--- src/rtl/hsvwc_pkg.sv ---
// ---------------------------------------------------------------------------
// hsvwc_pkg: shared types and constants for the HSV window classifier
// Beat formats, register indexes, labels, controller states and the
// window test used by the datapath.
// ---------------------------------------------------------------------------
`default_nettype none

package hsvwc_pkg;

  localparam int CHAN_W  = 8;
  localparam int COORD_W = 10;
  localparam int SUM_W   = 30;
  localparam int CNT_W   = 21;
  localparam int REG_W   = 24;
  localparam int IDX_W   = 2;

  localparam int DEF_MAX_WIDTH  = 1024;
  localparam int DEF_MAX_HEIGHT = 1024;
  localparam int COUNT_LIMIT    = 1048576;

  // one quotient bit per division step; the mean of coordinates fits COORD_W
  localparam int DIV_STEPS = COORD_W;
  localparam int STEP_W    = $clog2(DIV_STEPS);

  localparam logic [REG_W-1:0] RED_CENTRES_RST   = 24'h96A5AA;
  localparam logic [REG_W-1:0] RED_MARGINS_RST   = 24'h3C370A;
  localparam logic [REG_W-1:0] GREEN_CENTRES_RST = 24'h64232D;
  localparam logic [REG_W-1:0] GREEN_MARGINS_RST = 24'h000000;

  typedef enum logic [IDX_W-1:0] {
    REG_RED_CENTRES   = 2'd0,
    REG_RED_MARGINS   = 2'd1,
    REG_GREEN_CENTRES = 2'd2,
    REG_GREEN_MARGINS = 2'd3
  } reg_idx_t;

  localparam logic [1:0] LABEL_NONE  = 2'd0;
  localparam logic [1:0] LABEL_RED   = 2'd1;
  localparam logic [1:0] LABEL_GREEN = 2'd2;

  typedef struct packed {
    logic [CHAN_W-1:0]  hue;
    logic [CHAN_W-1:0]  saturation;
    logic [CHAN_W-1:0]  brightness;
    logic [COORD_W-1:0] column;
    logic [COORD_W-1:0] row;
    logic               frame_end;
  } pix_t;

  typedef struct packed {
    logic [1:0]         label;
    logic               frame_done;
    logic [CNT_W-1:0]   red_count;
    logic               centroid_valid;
    logic [COORD_W-1:0] centroid_x;
    logic [COORD_W-1:0] centroid_y;
  } res_t;

  typedef enum logic {
    ST_IDLE = 1'b0,
    ST_DIV  = 1'b1
  } state_t;

  typedef struct packed {
    logic load;      // accept the input beat
    logic div_step;  // run one quotient bit
  } cmd_t;

  typedef struct packed {
    logic frame_end; // the beat on the input is the frame's last pixel
  } stat_t;

  // open window: c - m < v < c + m, evaluated without wrap
  function automatic logic win_pass(input logic [CHAN_W-1:0] v,
                                    input logic [CHAN_W-1:0] c,
                                    input logic [CHAN_W-1:0] m);
    logic [CHAN_W:0] vm;
    logic [CHAN_W:0] cm;
    vm = {1'b0, v} + {1'b0, m};
    cm = {1'b0, c} + {1'b0, m};
    return (vm > {1'b0, c}) && ({1'b0, v} < cm);
  endfunction

endpackage

`default_nettype wire

--- src/rtl/hsvwc_ctrl.sv ---
// ---------------------------------------------------------------------------
// hsvwc_ctrl: sequencing for the HSV window classifier
// Handles the input and output handshakes and counts the division steps
// that close each frame.
// ---------------------------------------------------------------------------
`default_nettype none

module hsvwc_ctrl (
  input  wire               clk,
  input  wire               rst_n,
  input  wire               in_valid,
  output logic              in_stall,
  output logic              out_valid,
  input  wire               out_stall,
  input  hsvwc_pkg::stat_t  stat,
  output hsvwc_pkg::cmd_t   cmd
);
  import hsvwc_pkg::*;

  state_t            state_r, state_nxt;
  logic [STEP_W-1:0] step_r, step_nxt;
  logic              out_valid_r, out_valid_nxt;
  logic              out_free;
  logic              last_step;

  // output register is empty or being drained this cycle
  assign out_free  = !out_valid_r || !out_stall;
  assign last_step = (step_r == STEP_W'(DIV_STEPS - 1));

  always_comb begin
    state_nxt = state_r;
    unique case (state_r)
      ST_IDLE: begin
        if (cmd.load && stat.frame_end) state_nxt = ST_DIV;
      end
      ST_DIV: begin
        if (last_step) state_nxt = ST_IDLE;
      end
      default: state_nxt = ST_IDLE;
    endcase
  end

  always_comb begin
    in_stall     = 1'b1;
    cmd.load     = 1'b0;
    cmd.div_step = 1'b0;
    unique case (state_r)
      ST_IDLE: begin
        in_stall = !out_free;
        cmd.load = in_valid && out_free;
      end
      ST_DIV: begin
        cmd.div_step = 1'b1;
      end
      default: ;
    endcase
  end

  always_comb begin
    step_nxt = step_r;
    if (cmd.load) step_nxt = '0;
    else if (cmd.div_step) step_nxt = step_r + STEP_W'(1);
  end

  always_comb begin
    out_valid_nxt = out_valid_r;
    if (out_valid_r && !out_stall) out_valid_nxt = 1'b0;
    if (cmd.load && !stat.frame_end) out_valid_nxt = 1'b1;
    if (cmd.div_step && last_step) out_valid_nxt = 1'b1;
  end

  always_ff @(posedge clk) begin
    if (!rst_n) begin
      state_r     <= ST_IDLE;
      step_r      <= '0;
      out_valid_r <= 1'b0;
    end else begin
      state_r     <= state_nxt;
      step_r      <= step_nxt;
      out_valid_r <= out_valid_nxt;
    end
  end

  assign out_valid = out_valid_r;

endmodule

`default_nettype wire

--- src/rtl/hsvwc_dp.sv ---
// ---------------------------------------------------------------------------
// hsvwc_dp: datapath of the HSV window classifier
// Window registers, pixel classification, red accumulators and a
// restoring divider for the column and row means.
// ---------------------------------------------------------------------------
`default_nettype none

module hsvwc_dp #(
  parameter int MAX_WIDTH  = hsvwc_pkg::DEF_MAX_WIDTH,
  parameter int MAX_HEIGHT = hsvwc_pkg::DEF_MAX_HEIGHT
) (
  input  wire                          clk,
  input  wire                          rst_n,
  input  hsvwc_pkg::pix_t              in_data,
  input  wire                          cfg_we,
  input  wire [hsvwc_pkg::IDX_W-1:0]   cfg_index,
  input  wire [hsvwc_pkg::REG_W-1:0]   cfg_data,
  input  hsvwc_pkg::cmd_t              cmd,
  output hsvwc_pkg::stat_t             stat,
  output hsvwc_pkg::res_t              out_data
);
  import hsvwc_pkg::*;

  localparam longint FRAME_PIXELS = longint'(MAX_WIDTH) * longint'(MAX_HEIGHT);
  localparam longint CAP_L = (FRAME_PIXELS < longint'(COUNT_LIMIT)) ? FRAME_PIXELS
                                                                    : longint'(COUNT_LIMIT);
  localparam logic [CNT_W-1:0] COUNT_CAP = CNT_W'(CAP_L);
  localparam int PAD_W = SUM_W - CNT_W;

  logic [REG_W-1:0] red_c_r, red_m_r, grn_c_r, grn_m_r;

  logic [SUM_W-1:0] sum_col_r, sum_col_nxt;
  logic [SUM_W-1:0] sum_row_r, sum_row_nxt;
  logic [CNT_W-1:0] hit_cnt_r, hit_cnt_nxt;

  logic [1:0]         label_r;
  logic               frame_done_r;
  logic [CNT_W-1:0]   count_r;
  logic [SUM_W-1:0]   rem_x_r, rem_y_r, dsh_r;
  logic [COORD_W-1:0] q_x_r, q_y_r;

  logic       red_hue, red_all, grn_all;
  logic [1:0] label;
  logic       accum;
  logic       ge_x, ge_y;
  logic       cent_ok;

  always_ff @(posedge clk) begin
    if (!rst_n) begin
      red_c_r <= RED_CENTRES_RST;
      red_m_r <= RED_MARGINS_RST;
      grn_c_r <= GREEN_CENTRES_RST;
      grn_m_r <= GREEN_MARGINS_RST;
    end else if (cfg_we) begin
      unique case (reg_idx_t'(cfg_index))
        REG_RED_CENTRES:   red_c_r <= cfg_data;
        REG_RED_MARGINS:   red_m_r <= cfg_data;
        REG_GREEN_CENTRES: grn_c_r <= cfg_data;
        REG_GREEN_MARGINS: grn_m_r <= cfg_data;
        default: ;
      endcase
    end
  end

  // green is only looked at when the red hue test fails
  always_comb begin
    red_hue = win_pass(in_data.hue, red_c_r[7:0], red_m_r[7:0]);
    red_all = red_hue
           && win_pass(in_data.saturation, red_c_r[15:8], red_m_r[15:8])
           && win_pass(in_data.brightness, red_c_r[23:16], red_m_r[23:16]);
    grn_all = win_pass(in_data.hue, grn_c_r[7:0], grn_m_r[7:0])
           && win_pass(in_data.saturation, grn_c_r[15:8], grn_m_r[15:8])
           && win_pass(in_data.brightness, grn_c_r[23:16], grn_m_r[23:16]);
    if (red_hue) label = red_all ? LABEL_RED : LABEL_NONE;
    else         label = grn_all ? LABEL_GREEN : LABEL_NONE;
  end

  assign accum = (label == LABEL_RED) && (hit_cnt_r < COUNT_CAP);

  always_comb begin
    sum_col_nxt = sum_col_r;
    sum_row_nxt = sum_row_r;
    hit_cnt_nxt = hit_cnt_r;
    if (accum) begin
      sum_col_nxt = sum_col_r + SUM_W'(in_data.column);
      sum_row_nxt = sum_row_r + SUM_W'(in_data.row);
      hit_cnt_nxt = hit_cnt_r + CNT_W'(1);
    end
  end

  always_ff @(posedge clk) begin
    if (!rst_n) begin
      sum_col_r <= '0;
      sum_row_r <= '0;
      hit_cnt_r <= '0;
    end else if (cmd.load) begin
      if (in_data.frame_end) begin
        sum_col_r <= '0;
        sum_row_r <= '0;
        hit_cnt_r <= '0;
      end else begin
        sum_col_r <= sum_col_nxt;
        sum_row_r <= sum_row_nxt;
        hit_cnt_r <= hit_cnt_nxt;
      end
    end
  end

  assign ge_x = (rem_x_r >= dsh_r);
  assign ge_y = (rem_y_r >= dsh_r);

  // divisor starts aligned to the top quotient bit and walks down one bit a step
  always_ff @(posedge clk) begin
    if (cmd.load) begin
      label_r      <= label;
      frame_done_r <= in_data.frame_end;
      if (in_data.frame_end) begin
        count_r <= hit_cnt_nxt;
        rem_x_r <= sum_col_nxt;
        rem_y_r <= sum_row_nxt;
        dsh_r   <= {hit_cnt_nxt, PAD_W'(0)};
        q_x_r   <= '0;
        q_y_r   <= '0;
      end
    end else if (cmd.div_step) begin
      if (ge_x) rem_x_r <= rem_x_r - dsh_r;
      if (ge_y) rem_y_r <= rem_y_r - dsh_r;
      q_x_r <= {q_x_r[COORD_W-2:0], ge_x};
      q_y_r <= {q_y_r[COORD_W-2:0], ge_y};
      dsh_r <= dsh_r >> 1;
    end
  end

  assign cent_ok = frame_done_r && (count_r != '0);

  always_comb begin
    out_data.label          = label_r;
    out_data.frame_done     = frame_done_r;
    out_data.red_count      = frame_done_r ? count_r : '0;
    out_data.centroid_valid = cent_ok;
    out_data.centroid_x     = cent_ok ? q_x_r : '0;
    out_data.centroid_y     = cent_ok ? q_y_r : '0;
  end

  assign stat.frame_end = in_data.frame_end;

endmodule

`default_nettype wire

--- src/rtl/hsv_window_classify_centroid.sv ---
// ---------------------------------------------------------------------------
// hsv_window_classify_centroid: HSV color window classifier, red centroid
// Labels each pixel red, green or none and closes each frame with the
// red pixel count and its truncated mean column and row.
// ---------------------------------------------------------------------------
// A pixel that does not end a frame is taken and its result registered at
// the edge that accepts it, so such pixels stream at one per clock as long as
// the result side keeps up. For the pixel marked frame_end the column and row
// means come from a restoring divider, its one divisor shared by both, that
// produces one quotient bit of each mean per cycle, and no pixel is accepted
// until that result sits in the output register. Window registers may be
// written through the cfg port at any cycle; cfg_ready is always high.
`default_nettype none

module hsv_window_classify_centroid #(
  parameter int MAX_WIDTH  = hsvwc_pkg::DEF_MAX_WIDTH,
  parameter int MAX_HEIGHT = hsvwc_pkg::DEF_MAX_HEIGHT
) (
  input  wire                          clk,
  input  wire                          rst_n,
  input  wire                          in_valid,
  output logic                         in_stall,
  input  hsvwc_pkg::pix_t              in_data,
  output logic                         out_valid,
  input  wire                          out_stall,
  output hsvwc_pkg::res_t              out_data,
  input  wire                          cfg_valid,
  output logic                         cfg_ready,
  input  wire [hsvwc_pkg::IDX_W-1:0]   cfg_index,
  input  wire [hsvwc_pkg::REG_W-1:0]   cfg_data
);
  import hsvwc_pkg::*;

  cmd_t  cmd;
  stat_t stat;

  assign cfg_ready = 1'b1;

  hsvwc_ctrl u_ctrl (
    .clk       (clk),
    .rst_n     (rst_n),
    .in_valid  (in_valid),
    .in_stall  (in_stall),
    .out_valid (out_valid),
    .out_stall (out_stall),
    .stat      (stat),
    .cmd       (cmd)
  );

  hsvwc_dp #(
    .MAX_WIDTH  (MAX_WIDTH),
    .MAX_HEIGHT (MAX_HEIGHT)
  ) u_dp (
    .clk       (clk),
    .rst_n     (rst_n),
    .in_data   (in_data),
    .cfg_we    (cfg_valid && cfg_ready),
    .cfg_index (cfg_index),
    .cfg_data  (cfg_data),
    .cmd       (cmd),
    .stat      (stat),
    .out_data  (out_data)
  );

endmodule

`default_nettype wire
--- config.mk ---
export PLATFORM = sky130hd
export DESIGN_NAME = hsv_window_classify_centroid
export DESIGN_NICKNAME = d
export VERILOG_FILES = /design/src/rtl/hsvwc_pkg.sv /design/src/rtl/hsvwc_ctrl.sv /design/src/rtl/hsvwc_dp.sv /design/src/rtl/hsv_window_classify_centroid.sv
export SDC_FILE = /design/constraint.sdc
export NUM_CORES = 1
export LEC_CHECK = 0
export BUFFER_PORTS_ARGS = -buffer_cell sky130_fd_sc_hd__buf_2
export CAP_MARGIN = 20
export CORE_UTILIZATION = 37
export DETAILED_ROUTE_END_ITERATION = 12
export MAX_ROUTING_LAYER = met4
export REMOVE_ABC_BUFFERS = 1
export SKIP_CTS_REPAIR_TIMING = 1
export SLEW_MARGIN = 10
export SYNTH_ARGS = -nofsm -noshare
export SYNTH_HDL_FRONTEND = slang
export SYNTH_SLANG_ARGS = --single-unit
--- constraint.sdc ---
create_clock -name clk -period 11.6 [get_ports clk]
set_clock_uncertainty 0.15 [all_clocks]
set_input_delay 0.58 -clock clk [delete_from_list [all_inputs] [get_ports clk]]
set_output_delay 0.58 -clock clk [all_outputs]
set_load 0.005 [all_outputs]
Word level (Yosys, flattened, before mapping)

Cells that the tools add are included.

Register bits after elaboration: 317
Logic and storage cells: 133
Output and inout bits: 48

Bitwise operators: 2
Reductions and logical operators: 37
$add $sub $neg: 18
Muxes and demuxes: 37
Order comparisons: 15
Eq/ne operators: 6

Operator list:

| operator                                                              | count |
|---|---|
| 30-bit two-way mux                                                    | 15 |
| 8-bit by 8-bit adder with 9-bit output                                | 12 |
| 10-bit two-way mux                                                    | 7 |
| 21-bit two-way mux                                                    | 3 |
| 30-bit by 10-bit adder with 30-bit output                             | 2 |
| 30-bit >= comparator                                                  | 2 |
| 30-bit subtractor                                                     | 2 |
| 9-bit by 8-bit greater-than comparator with 1-bit output              | 6 |
| 8-bit by 9-bit less-than comparator with 1-bit output                 | 6 |
| 21-bit by 1-bit adder with 21-bit output, second input constant       | 1 |
| 21-bit less-than comparator, second input constant                    | 1 |
| 21-bit nonzero test                                                   | 1 |
| 1-bit logical AND                                                     | 17 |
| 2-bit AND reduction                                                   | 6 |
| 1-bit two-way mux                                                     | 9 |
| 3-bit AND reduction                                                   | 2 |
| 2-bit nonzero test                                                    | 3 |
| 4-bit by 1-bit adder with 4-bit output, second input constant         | 1 |
| 2-bit by 1-bit equality test with 1-bit output, second input constant | 2 |
| 2-bit equality test, second input constant                            | 2 |
| 4-bit equality test, second input constant                            | 1 |
| 1-bit zero test                                                       | 4 |
| 2-bit two-way mux                                                     | 2 |
| 3-bit nonzero test                                                    | 1 |
| 6 further kinds                                                       | 7 |

Depth between registers and ports, before layout

Depth in word-level cells: 12
Depth in mapped cells: 22

Cells and area by module

Synthesis repeated with hierarchy kept, for this count alone.

Cells, all modules: 2648
Area, all modules: 23446.2 um2

By module, submodules not included:

| module                       | times used | area an instance (um2) | cells each |
|---|---|---|---|
| hsvwc_dp                     | 1          | 23109.7                | 2614 |
| hsvwc_ctrl                   | 1          | 325.3                  | 32 |
| hsv_window_classify_centroid | 1          | 11.3                   | 2 |

Least setup slack after synthesis

Ideal clock, no wire load.

Kind: register to register
From: register u_dp.dsh_r[0]
To: register u_dp.rem_x_r[0] (enable)
Data required time: 10.991 ns
Slack: 6.541 ns
Buffers on the path: 0
Stages on the path, launching flop included: 13
Data arrival time: 4.451 ns
Library setup time: 0.459 ns
Path through: edfxtp_1 > ha_1 > fa_1 > nor2b_1 > o21ai_0 > a21oi_1 > o221a_2 > o21ai_0 > a31oi_1 > and2_1 > a31o_2 > a31oi_1 > o21ai_0

Longest elaborated chain between the ends: 3

Ends and longest elaborated chain:

| item                                 | line            | text |
|---|---|---|
| start: declaration                   | hsvwc_dp.sv:39  | `logic [SUM_W-1:0] rem_x_r, rem_y_r, dsh_r;` |
| start signal: assignment             | hsvwc_dp.sv:121 | `dsh_r <= {hit_cnt_nxt, PAD_W'(0)};` |
| start signal: assignment             | hsvwc_dp.sv:130 | `dsh_r <= dsh_r >> 1;` |
| 30-bit >= comparator                 | hsvwc_dp.sv:109 | `assign ge_x = (rem_x_r >= dsh_r);` |
| 2-bit nonzero test (no source line)  | n/a             |  |
| 3-bit AND reduction (no source line) | n/a             |  |
| end signal: assignment               | hsvwc_dp.sv:119 | `rem_x_r <= sum_col_nxt;` |
| end signal: assignment               | hsvwc_dp.sv:126 | `if (ge_x) rem_x_r <= rem_x_r - dsh_r;` |
| end: declaration                     | hsvwc_dp.sv:39  |  |

No other way between the ends.
A chain may end at the register's enable or synchronous reset.

Worst setup path after layout

From: register u_dp.red_m_r[1]
To: register u_dp.sum_col_r[15]

Longest elaborated chain between the ends: 11
Elaborated cells between the ends (all ways): 13
Classes of those cells: 2 x add/sub; 2 x order compare; 1 x eq/ne; 4 x mux; 4 x reduce/logical

Ends and longest elaborated chain:

| item                                                                                                                              | line                             | text |
|---|---|---|
| start: declaration                                                                                                                | hsvwc_dp.sv:30                   | `logic [REG_W-1:0] red_c_r, red_m_r, grn_c_r, grn_m_r;` |
| start signal: assignment                                                                                                          | hsvwc_dp.sv:57                   | `REG_RED_MARGINS: red_m_r <= cfg_data;` |
| 8-bit by 8-bit adder with 9-bit output (on tied branches)                                                                         | hsvwc_pkg.sv:79, hsvwc_pkg.sv:80 |  |
| 9-bit by 8-bit greater-than comparator with 1-bit output or 8-bit by 9-bit less-than comparator with 1-bit output (tied branches) | hsvwc_pkg.sv:81                  | `return (vm > {1'b0, c}) && ({1'b0, v} < cm);` |
| 1-bit logical AND (*)                                                                                                             | hsvwc_pkg.sv:81                  |  |
| 1-bit logical AND                                                                                                                 | hsvwc_dp.sv:69                   | `&& win_pass(in_data.saturation, red_c_r[15:8], red_m_r[15:8])` |
| 1-bit logical AND                                                                                                                 | hsvwc_dp.sv:70                   | `&& win_pass(in_data.brightness, red_c_r[23:16], red_m_r[23:16]);` |
| 1-bit two-way mux                                                                                                                 | hsvwc_dp.sv:74                   | `if (red_hue) label = red_all ? LABEL_RED : LABEL_NONE;` |
| 2-bit two-way mux (*)                                                                                                             | hsvwc_dp.sv:74                   |  |
| 2-bit by 1-bit equality test with 1-bit output (*)                                                                                | hsvwc_dp.sv:78                   | `assign accum = (label == LABEL_RED) && (hit_cnt_r < COUNT_CAP);` |
| 1-bit logical AND (*)                                                                                                             | hsvwc_dp.sv:78                   |  |
| 30-bit two-way mux (*)                                                                                                            | hsvwc_dp.sv:84                   | `if (accum) begin` |
| 30-bit two-way mux (*)                                                                                                            | hsvwc_dp.sv:97                   | `if (in_data.frame_end) begin` |
| end signal: assignment                                                                                                            | hsvwc_dp.sv:102                  | `sum_col_r <= sum_col_nxt;` |
| end: declaration                                                                                                                  | hsvwc_dp.sv:32                   | `logic [SUM_W-1:0] sum_col_r, sum_col_nxt;` |

Every way passes the cells marked *; elsewhere a longest branch is shown, timed or not.

==> impl_metrics.env <==
export IMPL_dieArea_um2=62610
export IMPL_maxCapViolCount=0
export IMPL_synth_top_family_by_area="compound AO/OA/AOI/OAI gates"
export IMPL_placed_cells=3443
export IMPL_stdcell_count=3521
export IMPL_ys_warn_count=0
export IMPL_via_per_inst=5.387
export IMPL_synth_edf_count=134
export IMPL_synth_compound_area_share_pct=20.41
export IMPL_synth_cells=2619
export IMPL_powerDensity_nw_per_um2=134.6
export IMPL_grt_pass1_vias=19090
export IMPL_place_area_um2=24170
export IMPL_slowest_delay_ns=0.67
export IMPL_setup_viol=0
export IMPL_crit_cells=19
export IMPL_final_layout_size_suffix_gt1_share_pct=8.705
export IMPL_grt_overflow=0
export IMPL_layout_commonest_cell="nand2_1"
export IMPL_grt_max_degree=74
export IMPL_path_clk_slew_ns=0.06
export IMPL_path_class="reg2reg"
export IMPL_nets=3064
export IMPL_slew_headroom_pct=24.94
export IMPL_async_flop_share_pct=0
export IMPL_drt_total_wl_um=59570
export IMPL_synth_top_flop_cell="dfxtp_1"
export IMPL_cp_start_kind="register"
export IMPL_slowest_stage="or4_2"
export IMPL_die_y_um=250.2
export IMPL_final_area_um2=25410
export IMPL_ys_seq_area_share_pct=33.72
export IMPL_place_ws_ns=5.927
export IMPL_cp_common_cell="a21oi_1"
export IMPL_cp_top_family="simple AND/OR/NAND/NOR gates"
export IMPL_hold_path_class="in2reg"
export IMPL_mostFrequentLayoutCells="347 x nand2_1, 269 x ha_1, 189 x a21oi_1"
export IMPL_start_util_pct=37.63
export IMPL_rsz0062_at_grt="no"
export IMPL_port_buffers=122
export IMPL_syn_area_per_cell_um2=8.704
export IMPL_place_gp_congestion=0.9109
export IMPL_cts_max_path_buffers=3
export IMPL_drcViolationCount=0
export IMPL_cp_required_ns=11.95
export IMPL_vias=18969
export IMPL_hold_depth=3
export IMPL_vdd_drop_max_uv=86.73
export IMPL_clock_sinks=317
export IMPL_reg2reg_depth=19
export IMPL_core_area_um2=60580
export IMPL_fin_crit_ns=5.572
export IMPL_hold_viol_final=0
export IMPL_fin_ws_ns=6.028
export IMPL_fin_setup_tns_ns=0
export IMPL_ys_types=81
export IMPL_cts_root_buffer="clkbuf_16"
export IMPL_die_w_um=250.2
export IMPL_finalMaxSlewViolations=0
export IMPL_yosys_area_share_simple_pct=16.74
export IMPL_routed_top_layer="met4"
export IMPL_synthMuxAreaShare_pct=1.142
export IMPL_io_pins=124
export IMPL_htree_levels=2
export IMPL_syn_area_um2=22800
export IMPL_yosys_area_share_adder_pct=16.17
export IMPL_wl_per_cell_um=16.92
export IMPL_dr_pass1_iters=5
export IMPL_ys_ff_latch=317
export IMPL_critPathBufInv=1
export IMPL_met3_length_um=2809
export IMPL_hpwl_um=43650
export IMPL_grt_total_usage_pct=19.54
export IMPL_area_delta_synth_final_pct=11.48
export IMPL_arrival_ns=5.92
export IMPL_initialDrtViolationCount=1136
export IMPL_utilization_pct=41.95
export IMPL_rows=90
export IMPL_antenna_found_initial=5
export IMPL_grt_pass1_wl_um=96410
export IMPL_wl_met1_um=26180
export IMPL_tightestPinTransition_ns=1.126
export IMPL_met2_length_um=28980
export IMPL_antenna_left=0
export IMPL_outcome="completed"
export IMPL_end_kind="register"
export IMPL_cts_tree="yes"
export IMPL_cts_buffers=39
export IMPL_clk_latency_ns=0.57
export IMPL_clock_fmax_ghz=0.1795
export IMPL_worstPathCellList="ha_1 > a21o_1 > a21oi_1 > o21bai_1 > a21oi_1 > o21bai_1 > a21oi_1 > xor2_1 > ha_1 > and3_1 > a221o_1 > a31oi_1 > o22ai_1 > or4_2 > buf_4 > nor3_2 > nand3_1 > or3_1 > a21boi_1"
export IMPL_path_max_fanout=50
export IMPL_final_period_utilization_pct=48.03
export IMPL_p_leak_nw=10.76
export IMPL_synth_xor_area_share_pct=7.262
-- layout make-up --
| class | count | area, um^2 |
|---|---|---|
| Clock buffer | 49 | 1033 |
| Fill cell | 5960 | 35170 |
| Tap cell | 782 | 978.4 |
| Inverter | 166 | 624.3 |
| Antenna cell | 5 | 12.51 |
| Timing Repair Buffer | 143 | 768.2 |
| Sequential cell | 317 | 7687 |
| Multi-Input combinational cell | 2036 | 14110 |
| Clock inverter | 23 | 192.7 |
-- worst register-to-register path: stages, from the launching register on --
cell,delay (ns)
dfxtp_1,0.40
ha_1,0.26
a21o_1,0.15
a21oi_1,0.23
o21bai_1,0.09
a21oi_1,0.24
o21bai_1,0.10
a21oi_1,0.18
xor2_1,0.19
ha_1,0.27
and3_1,0.17
a221o_1,0.29
a31oi_1,0.17
o22ai_1,0.19
or4_2,0.67
buf_4,0.38
nor3_2,0.63
nand3_1,0.22
or3_1,0.38
a21boi_1,0.15
-- synthesized netlist by cell type, types with 5 or more instances --
cell type | count | area [um^2]
dfxtp_1 | 183 | 3664
mux2i_1 | 17 | 170.2
o31ai_1 | 23 | 172.7
xnor2_1 | 114 | 998.5
o21bai_1 | 36 | 270.3
a21o_1 | 71 | 533.0
a21oi_1 | 189 | 945.9
nor4_1 | 10 | 62.56
nor2_1 | 132 | 495.5
or3_1 | 18 | 112.6
o22ai_1 | 14 | 87.58
o21ai_0 | 171 | 855.8
and3_1 | 31 | 193.9
and4_1 | 9 | 78.83
or2_2 | 5 | 31.28
nand4_1 | 19 | 118.9
edfxtp_1 | 134 | 4024
nand2b_1 | 27 | 168.9
nor3_1 | 18 | 90.09
ha_1 | 269 | 3366
o21ai_1 | 6 | 30.03
a211oi_1 | 11 | 82.58
mux2_2 | 8 | 90.09
a21boi_0 | 77 | 578.1
a221oi_1 | 5 | 43.79
inv_1 | 165 | 619.3
nand2_1 | 350 | 1314
o21a_1 | 16 | 120.1
buf_1 | 7 | 26.28
nor2b_1 | 28 | 175.2
xor2_1 | 75 | 656.9
clkbuf_1 | 85 | 319.1
o211ai_1 | 28 | 210.2
and2_1 | 68 | 425.4
nand3_1 | 60 | 300.3
a31oi_1 | 41 | 256.5
fa_1 | 16 | 320.3
-- state kept, by name, summed over array words and instances, names as in the netlist, 2 cells and up --
signal and flops:
u_dp.grn_m_r 24, u_dp.q_x_r 10, u_dp.grn_c_r 24, u_dp.sum_row_r 30, u_dp.rem_y_r 30, u_dp.rem_x_r 30
u_dp.count_r 21, u_dp.red_m_r 24, u_dp.label_r 2, u_dp.dsh_r 30, u_dp.sum_col_r 30, u_ctrl.step_r 4
u_dp.hit_cnt_r 21, u_dp.red_c_r 24, u_dp.q_y_r 10
-- routing by layer --
metal / GRT usage [%] / up-vias
met4: 6.468 / 0
met2: 33.80 / 437
li1: - / 9483
met5: - / -
met1: 23.00 / 8930
met3: 3.086 / 119
-- where the power goes --
part,internal [mW],switching (mW)
logic,0.378,0.537
registers,1.26,0.0363
clock network,0.699,0.506
total,2.34,1.08
-- final timing paths --
kind	start	slack [ns]	endpoint
max	u_dp.red_m_r[1]	6.03	u_dp.sum_col_r[15]
min	cfg_data[20]	0.13	u_dp.red_m_r[20]
max reg2reg	u_dp.red_m_r[1]	6.03	u_dp.sum_col_r[15]
min reg2reg	u_dp.sum_col_r[4]	0.34	u_dp.sum_col_r[4]
-- metrics by stage --
stage | total power, mW | hold WS, ns
after floorplan | 1.979 | 0.2888
after global placement | 2.205 | 0.3092
after detailed placement | 2.231 | 0.3299
after CTS | 3.454 | 0.09996
after global routing | 3.620 | 0.1421
final | 3.420 | 0.1332
-- cells by family after synthesis --
group,after synthesis
AO/OA/AOI/OAI,739
adder cells (fa/ha/maj),285
multiplexers,25
buffers and inverters,266
AND/OR/NAND/NOR,797
flip-flops,317
XOR/XNOR,189
other,1
No activity file was read; power rests on OpenSTA's default activity.
